===== src/rtl/core/spq_pkg.sv =====
// Package for the sorted priority queue: request and response types,
// operation and status codes, and the store size. No dependencies.
`timescale 1ns / 1ps

package spq_pkg;

	localparam int DEPTH = 16;
	localparam int CNT_W = $clog2(DEPTH + 1);
	localparam int IDX_W = $clog2(DEPTH);

	localparam logic OP_ENQ = 1'b0;
	localparam logic OP_DEQ = 1'b1;

	localparam logic [1:0] STAT_DONE  = 2'd0;
	localparam logic [1:0] STAT_FULL  = 2'd1;
	localparam logic [1:0] STAT_EMPTY = 2'd2;

	typedef struct packed {
		logic               kind;
		logic signed [31:0] item_value;
		logic        [7:0]  item_priority;
	} spq_req_t;

	typedef struct packed {
		logic signed [31:0] out_value;
		logic        [7:0]  out_priority;
		logic        [1:0]  status;
		logic        [4:0]  occupancy;
	} spq_rsp_t;

	typedef struct packed {
		logic               enq;
		logic signed [31:0] value;
		logic        [7:0]  pri;
		logic [CNT_W-1:0]   count;
	} spq_bcast_t;

endpackage


===== src/rtl/core/spq_cell.sv =====
// One slot of the sorted store. It compares its priority with the incoming
// one and, on an enqueue, loads its upper neighbor, the new entry or neither. Uses spq_pkg.
`timescale 1ns / 1ps

module spq_cell (
	input  logic                      clk,
	input  logic [spq_pkg::CNT_W-1:0] idx,
	input  spq_pkg::spq_bcast_t       bcast,
	input  logic                      prev_lt,
	input  logic signed [31:0]        prev_value,
	input  logic        [7:0]         prev_pri,
	output logic                      lt,
	output logic signed [31:0]        value,
	output logic        [7:0]         pri
);
	import spq_pkg::*;

	logic signed [31:0] value_q;
	logic        [7:0]  pri_q;
	logic               occ;
	logic               at_end;

	assign occ    = idx < bcast.count;
	assign at_end = idx == bcast.count;
	assign lt     = occ && (pri_q < bcast.pri);
	assign value  = value_q;
	assign pri    = pri_q;

	always_ff @(posedge clk) begin
		if (bcast.enq) begin
			if (prev_lt) begin
				value_q <= prev_value;
				pri_q   <= prev_pri;
			end else if (lt || at_end) begin
				value_q <= bcast.value;
				pri_q   <= bcast.pri;
			end
		end
	end

endmodule


===== src/rtl/core/sorted_priority_queue.sv =====
// Top level of the sorted priority queue: the chain of store cells, the
// entry count and the response register. Uses spq_pkg and spq_cell.
`timescale 1ns / 1ps

// One request is taken per clock cycle, and its response appears in the
// response register on the next cycle; a new request is taken while that
// response waits, as long as the register is freed in the same cycle. Every
// cell of the chain compares its priority with the incoming one at once, so
// an enqueue shifts the lower entries down together, and a dequeue
// reads the tail cell selected by the entry count. Rejected requests leave
// the store unchanged.
module sorted_priority_queue (
	input  logic              clk,
	input  logic              arst_n,
	input  logic              req_valid,
	output logic              req_ready,
	input  spq_pkg::spq_req_t req,
	output logic              rsp_valid,
	input  logic              rsp_ready,
	output spq_pkg::spq_rsp_t rsp
);
	import spq_pkg::*;

	logic [CNT_W-1:0]   count_q;
	logic               rsp_valid_q;
	spq_rsp_t           rsp_q;
	spq_rsp_t           rsp_d;
	logic [CNT_W-1:0]   count_d;
	logic               accept;
	logic               full;
	logic               empty;
	logic [CNT_W-1:0]   tail;
	spq_bcast_t         bcast;
	logic               lt_w    [DEPTH];
	logic signed [31:0] value_w [DEPTH];
	logic        [7:0]  pri_w   [DEPTH];

	assign req_ready = !rsp_valid_q || rsp_ready;
	assign accept    = req_valid && req_ready;
	assign full      = count_q == CNT_W'(DEPTH);
	assign empty     = count_q == '0;
	assign tail      = count_q - CNT_W'(1);

	assign bcast.enq   = accept && (req.kind == OP_ENQ) && !full;
	assign bcast.value = req.item_value;
	assign bcast.pri   = req.item_priority;
	assign bcast.count = count_q;

	for (genvar i = 0; i < DEPTH; i++) begin : g_cell
		if (i == 0) begin : g_head
			spq_cell u_cell (
				.clk        (clk),
				.idx        (CNT_W'(i)),
				.bcast      (bcast),
				.prev_lt    (1'b0),
				.prev_value (32'sd0),
				.prev_pri   (8'd0),
				.lt         (lt_w[i]),
				.value      (value_w[i]),
				.pri        (pri_w[i])
			);
		end else begin : g_body
			spq_cell u_cell (
				.clk        (clk),
				.idx        (CNT_W'(i)),
				.bcast      (bcast),
				.prev_lt    (lt_w[i-1]),
				.prev_value (value_w[i-1]),
				.prev_pri   (pri_w[i-1]),
				.lt         (lt_w[i]),
				.value      (value_w[i]),
				.pri        (pri_w[i])
			);
		end
	end

	always_comb begin
		rsp_d   = '0;
		count_d = count_q;
		if (req.kind == OP_ENQ) begin
			if (full) begin
				rsp_d.status = STAT_FULL;
			end else begin
				rsp_d.status = STAT_DONE;
				count_d      = count_q + CNT_W'(1);
			end
		end else begin
			if (empty) begin
				rsp_d.status = STAT_EMPTY;
			end else begin
				rsp_d.status       = STAT_DONE;
				rsp_d.out_value    = value_w[tail[IDX_W-1:0]];
				rsp_d.out_priority = pri_w[tail[IDX_W-1:0]];
				count_d            = tail;
			end
		end
		rsp_d.occupancy = 5'(count_d);
	end

	always_ff @(posedge clk or negedge arst_n) begin
		if (!arst_n) begin
			count_q     <= '0;
			rsp_valid_q <= 1'b0;
		end else begin
			if (accept) begin
				count_q     <= count_d;
				rsp_valid_q <= 1'b1;
			end else if (rsp_ready) begin
				rsp_valid_q <= 1'b0;
			end
		end
	end

	always_ff @(posedge clk) begin
		if (accept) begin
			rsp_q <= rsp_d;
		end
	end

	assign rsp_valid = rsp_valid_q;
	assign rsp       = rsp_q;

endmodule


===== config.mk =====
export PLATFORM = sky130hd
export DESIGN_NAME = sorted_priority_queue
export DESIGN_NICKNAME = d
export VERILOG_FILES = /design/src/rtl/core/spq_pkg.sv /design/src/rtl/core/spq_cell.sv /design/src/rtl/core/sorted_priority_queue.sv
export SDC_FILE = /design/constraint.sdc
export NUM_CORES = 1
export LEC_CHECK = 0
export ABC_CLOCK_PERIOD_IN_PS = 9700
export BUFFER_PORTS_ARGS = -buffer_cell sky130_fd_sc_hd__buf_2
export CAP_MARGIN = 10
export CORE_MARGIN = 2
export CORE_UTILIZATION = 35
export CTS_CLUSTER_SIZE = 30
export DETAILED_ROUTE_END_ITERATION = 6
export GPL_ROUTABILITY_DRIVEN = 1
export GPL_TIMING_DRIVEN = 0
export PLACE_DENSITY = 0.6
export SYNTH_ARGS = -nofsm -noshare
export SYNTH_HDL_FRONTEND = slang
export SYNTH_HIERARCHICAL = 1
export SYNTH_SLANG_ARGS = --single-unit
export TNS_END_PERCENT = 10

===== constraint.sdc =====
create_clock -name clk -period 9.7 [get_ports clk]
set_input_delay 1.94 -clock clk [delete_from_list [all_inputs] [get_ports clk]]
set_output_delay 1.94 -clock clk [all_outputs]
set_load 0.05 [all_outputs]

==> impl_metrics.env, run 1 <==
export IMPL_status="finished clean"
export IMPL_worst_clock_skew_ns=0.0523
export IMPL_die_area_um2=113000
export IMPL_yosysWarnings=6
export IMPL_clk_pin_slew_ns=0.06
export IMPL_drive_above_1_share_pct=35.2
export IMPL_io_pins=94
export IMPL_clock_sinks=693
export IMPL_clock_fmax_ghz=0.167
export IMPL_grt_usage_pct=20.3
export IMPL_nets=3236
export IMPL_clock_path_buffers=3
export IMPL_p_clk_share_pct=22.1
export IMPL_timing_hold_ws_ns=0.529
export IMPL_post_cts_buffers=0
export IMPL_hold_viol_final=0
export IMPL_cts_tree="built"
export IMPL_p_per_area_nw_per_um2=300
export IMPL_finalSetupViolCount=0
export IMPL_wl_um=114000
export IMPL_crit_type="register to register"
export IMPL_die_w_um=336
export IMPL_clock_latency_ns=0.68
export IMPL_drc=0
export IMPL_cts_hold_buf=0
export IMPL_netlist_instances=2630
export IMPL_endpoint_kind="register"
export IMPL_maxCapViolCount=0
export IMPL_internal_power_mw=8.29
export IMPL_syn_to_final_growth_pct=16.4
export IMPL_cts_max_level=3
export IMPL_viasPerCell=5.46
export IMPL_grt_max_degree=33
export IMPL_routabilityCongestion=0.854
export IMPL_cts_buffers=79
export IMPL_swShare_pct=38.3
export IMPL_syn_cell_area_um2=38500
export IMPL_cts_resized=0
export IMPL_ir_drop_v=0.000189
export IMPL_grt_pass1_vias=24700
export IMPL_grt_ovfl_total=0
export IMPL_core_rowCount=121
export IMPL_seqPwrFrac_pct=31.5
export IMPL_placed_cell_area_um2=42300
export IMPL_grt_pass1_wl_um=167000
export IMPL_setup_tns_ns=0
export IMPL_antenna_found_initial=8
export IMPL_ant_nets=0
export IMPL_p_comb_share_pct=46.4
export IMPL_relSlewSlack_pct=12.0
export IMPL_slew_violations=0
export IMPL_fin_crit_sh_pct=61.9
export IMPL_drt_iter0_drc=2098
export IMPL_final_common_cell="edfxtp_1"
export IMPL_design_area_um2=44800
export IMPL_vias=24400
export IMPL_layout_common_cells="edfxtp_1 (687), mux2_2 (529), inv_1 (226), ha_1 (194), buf_2 (181)"
export IMPL_start_kind="register"
export IMPL_cp_arrival_ns=6.37
export IMPL_cp_max_fo=18
export IMPL_port_buffers=93
export IMPL_chipHeight_um=336
export IMPL_drt_pass1_iter_count=5
export IMPL_worst_pin_slew_ns=1.32
export IMPL_required_ns=10.07
export IMPL_min_path_type="register to register"
export IMPL_ctsRootBufferMaster="clkbuf_16"
export IMPL_p_leak_nw=16.5
export IMPL_rsz0062_at_grt="false"
export IMPL_fin_ws_ns=3.70
export IMPL_core_um2=109000
export IMPL_dp_slack_ns=3.13
export IMPL_avgSynthCellArea_um2=14.6
export IMPL_wire_per_inst_um=25.6
export IMPL_final_util_pct=41.1
export IMPL_min_period_ns=6.00
export IMPL_hpwl_um=84200
export IMPL_start_util_pct=35.3
export IMPL_switchingPower_mw=5.15
## state kept, by name, summed over array words and instances (netlist names)
signal                      count
g_cell.g_body.u_cell/value    480
rsp_valid                       1
g_cell.g_body.u_cell/pri      120
count_q                         5
rsp                            47
g_cell.g_head.u_cell/value     32
g_cell.g_head.u_cell/pri        8
## area by class of cell
type,instances,area (um^2)
Buffer,137,687
Clock buffer,101,2070
Fill cell,10000,64200
Multi-Input combinational cell,1693,16800
Antenna cell,1,2.50
Clock inverter,40,462
Timing Repair Buffer,165,1350
Tap cell,1414,1770
Sequential cell,693,20800
Inverter,228,858
## worst paths after layout
path                       startpoint    endpoint  slack, ns  depth (start not counted)
setup / recovery           count_q[0]     rsp[38]       3.70                         10
hold / removal              rsp_valid   rsp_valid       0.53                          2
setup reg to reg           count_q[0]     rsp[38]       3.70                         10
hold reg to reg             rsp_valid   rsp_valid       0.53                          2
max in group asynchronous      arst_n  count_q[3]       8.41                          1
min in group asynchronous      arst_n  count_q[0]       1.13                          1
## power by group through the flow
stage	clock [mW]	combinational (mW)	sequential, mW
after global routing	3.15	6.62	4.27
final	2.98	6.24	4.23
after detailed placement	0	6.25	4.28
after floorplan	0	3.96	4.43
after CTS	3.04	6.27	4.23
after global placement	0	6.04	4.34
## through the flow
stage | power, mW | std cells
final | 13.4 | 4472
after global routing | 14.0 | 4472
after CTS | 13.5 | 4471
after detailed placement | 10.5 | 4330
after global placement | 10.4 | 4258
after floorplan | 8.38 | 2751
## worst max-delay path, stage by stage, from the launching register on
cell and delay (ns):
dfrtp_1 1.00, buf_2 0.48, inv_2 0.22, buf_1 0.45, ha_1 0.45, clkbuf_1 0.63, clkbuf_1 0.62, clkbuf_1 0.84
mux4_2 0.41, mux2i_1 0.35, o22ai_1 0.22
## per-layer routing
| metal | routed length (um) | GRT usage (%) |
|---|---|---|
| met5 | 41 | 0 |
| met4 | 2730 | 5.94 |
| met3 | 6410 | 2.89 |
| met2 | 56700 | 34.7 |
| met1 | 48400 | 26.7 |
Note: power is estimated with default switching activity, not from simulation.
==> inputs of run 2 (changes only) <==
--- a/config.mk
+++ b/config.mk
@@ -5,7 +5,7 @@
 export SDC_FILE = /design/constraint.sdc
 export NUM_CORES = 1
 export LEC_CHECK = 0
-export ABC_CLOCK_PERIOD_IN_PS = 9700
+export ABC_CLOCK_PERIOD_IN_PS = 5060
 export BUFFER_PORTS_ARGS = -buffer_cell sky130_fd_sc_hd__buf_2
 export CAP_MARGIN = 10
 export CORE_MARGIN = 2
@@ -14,7 +14,7 @@
 export DETAILED_ROUTE_END_ITERATION = 6
 export GPL_ROUTABILITY_DRIVEN = 1
 export GPL_TIMING_DRIVEN = 0
-export PLACE_DENSITY = 0.6
+export PLACE_DENSITY = 0.61
 export SYNTH_ARGS = -nofsm -noshare
 export SYNTH_HDL_FRONTEND = slang
 export SYNTH_HIERARCHICAL = 1
==> constraint.sdc (replaced) <==
create_clock -name clk -period 5.06 [get_ports clk]
set_input_delay 1.012 -clock clk [delete_from_list [all_inputs] [get_ports clk]]
set_output_delay 1.012 -clock clk [all_outputs]
set_load 0.05 [all_outputs]
==> run 2 against run 1 <==
  * Utilization hardly changed
  * Wire length is 0.34% higher
  * Non-clock buffer count stayed put
  * Power is 91% higher
  * Clock skew is 0.019 ns lower
  * Die area stayed put
  * Maximum frequency is 19% higher
  * Sequential share of layout area hardly changed
  * Count of clock-buffer cells in the layout is 5 lower
  * Worst setup slack worse by 3.7 ns
  * First-iteration DRC count is 5.5% lower
  * Largest power group unchanged
  * Global-route usage is 0.15 points higher
==> impl_metrics.env, run 2 (synthesis results as in run 1) <==
export IMPL_clock_fmax_ghz=0.198
export IMPL_viasPerCell=5.44
export IMPL_core_rowCount=121
export IMPL_layout_common_cells="edfxtp_1 (687), mux2_2 (529), inv_1 (226), ha_1 (194), buf_2 (180)"
export IMPL_grt_usage_pct=20.4
export IMPL_wl_um=115000
export IMPL_slew_violations=0
export IMPL_vias=24300
export IMPL_fin_crit_sh_pct=99.6
export IMPL_grt_max_degree=35
export IMPL_placed_cell_area_um2=42300
export IMPL_min_period_ns=5.04
export IMPL_min_path_type="input pin to async pin"
export IMPL_drt_pass1_iter_count=6
export IMPL_drt_iter0_drc=1982
export IMPL_p_leak_nw=16.6
export IMPL_timing_hold_ws_ns=0.205
export IMPL_drc=0
export IMPL_ctsRootBufferMaster="clkbuf_16"
export IMPL_relSlewSlack_pct=22.2
export IMPL_design_area_um2=44800
export IMPL_clock_latency_ns=0.65
export IMPL_endpoint_kind="register"
export IMPL_grt_ovfl_total=0
export IMPL_required_ns=5.33
export IMPL_grt_pass1_wl_um=168000
export IMPL_wire_per_inst_um=25.6
export IMPL_syn_to_final_growth_pct=16.4
export IMPL_antenna_found_initial=8
export IMPL_cp_arrival_ns=5.31
export IMPL_finalSetupViolCount=0
export IMPL_cp_max_fo=18
export IMPL_status="finished clean"
export IMPL_chipHeight_um=336
export IMPL_ant_nets=0
export IMPL_worst_clock_skew_ns=0.0331
export IMPL_drive_above_1_share_pct=35.9
export IMPL_fill_cells=10000
export IMPL_nets=3235
export IMPL_core_um2=109000
export IMPL_hpwl_um=83900
export IMPL_hold_viol_final=0
export IMPL_start_kind="register"
export IMPL_io_pins=94
export IMPL_largest_reg_flops=480
export IMPL_crit_type="register to register"
export IMPL_final_common_cell="edfxtp_1"
export IMPL_clock_sinks=693
export IMPL_cts_max_level=3
export IMPL_cts_tree="built"
export IMPL_start_util_pct=35.3
export IMPL_grt_pass1_vias=24800
export IMPL_die_area_um2=113000
export IMPL_ir_drop_v=0.000399
export IMPL_die_w_um=336
export IMPL_maxCapViolCount=0
export IMPL_routabilityCongestion=0.887
export IMPL_port_buffers=93
export IMPL_rsz0062_at_grt="true"
export IMPL_worst_pin_slew_ns=1.17
export IMPL_clk_pin_slew_ns=0.05
export IMPL_clock_path_buffers=3
export IMPL_p_per_area_nw_per_um2=573
export IMPL_cts_buffers=78
-- run 2: changes by cell type in the layout (fill, tap and decap cells not counted), sizes merged --
cell	before	now
inv	231	230
diode	1	2
clkbuf	133	128
bufinv	6	4
clkinv	31	42
-- run 2: report_power, final --
part,internal [mW],switching (mW)
sequential,7.60,0.501
combinational,5.07,6.97
clock,3.10,2.45
total,15.8,9.92
-- run 2: worst max-delay path: stages (launching register included) --
cell and delay, ns:
dfrtp_2 0.70, buf_2 0.43, inv_2 0.35, ha_1 0.39, clkbuf_1 0.65, clkbuf_1 0.66
clkbuf_2 0.48, mux4_2 0.37, mux2i_1 0.32, o22ai_1 0.28
-- run 2: area by class of cell --
class                   count  area [um^2]  area share [%]
well taps                1414         1770            3.95
multi-input cells        1693        16900            37.6
clock buffers              96         2040            4.56
diodes                      2         5.00          0.0112
inverters                 228          858            1.92
clock inverters            48          408           0.911
repair buffers            166         1390            3.11
plain buffers             136          692            1.54
flip-flops and latches    693        20800            46.4
-- run 2: final timing paths --
kind,start,endpoint,slack [ns],cells past startpoint
setup reg to reg,count_q[0],rsp[9],0.02,9
setup / recovery,count_q[0],rsp[9],0.02,9
hold reg to reg,rsp_valid,rsp_valid,0.53,2
max in group asynchronous,arst_n,count_q[0],4.68,1
min in group clk,rsp_valid,rsp_valid,0.53,2
hold / removal,arst_n,rsp_valid,0.21,1
-- run 2: metal layers --
metal  up-vias  track usage, %  part of all wire, %
met5         -               0                0.045
met4        10            7.05                  3.0
met3       164            3.78                  7.2
met2       800            34.3                   49
met1     12500            26.4                   41
li1      10900               -                    -
-- run 2: per-stage QoR --
| stage | TNS [ns] | setup slack [ns] | power (mW) | util (%) | cells |
|---|---|---|---|---|---|
| 5_1_grt | -0.258 | -0.0756 | 26.8 | 41.1 | 4476 |
| 4_1_cts | 0 | 0.000423 | 25.8 | 41.1 | 4474 |
| 2_1_floorplan | 0 | 0.134 | 16.1 | - | 2751 |
| 6_report | 0 | 0.0178 | 25.7 | 41.1 | 4476 |
| 3_3_place_gp | -2186.36 | -3.62 | 19.9 | 37.9 | 4258 |
| 3_5_place_dp | -255.69 | -1.03 | 20.2 | 38.8 | 4328 |
-- run 2: what timing repair did --
action,4_1_cts,5_1_grt
cloned,0,0
pin swaps,3,0
resized for setup,8,4
setup buffers,3,0
endpoints found under the setup margin,582,37
hold buffers,0,0
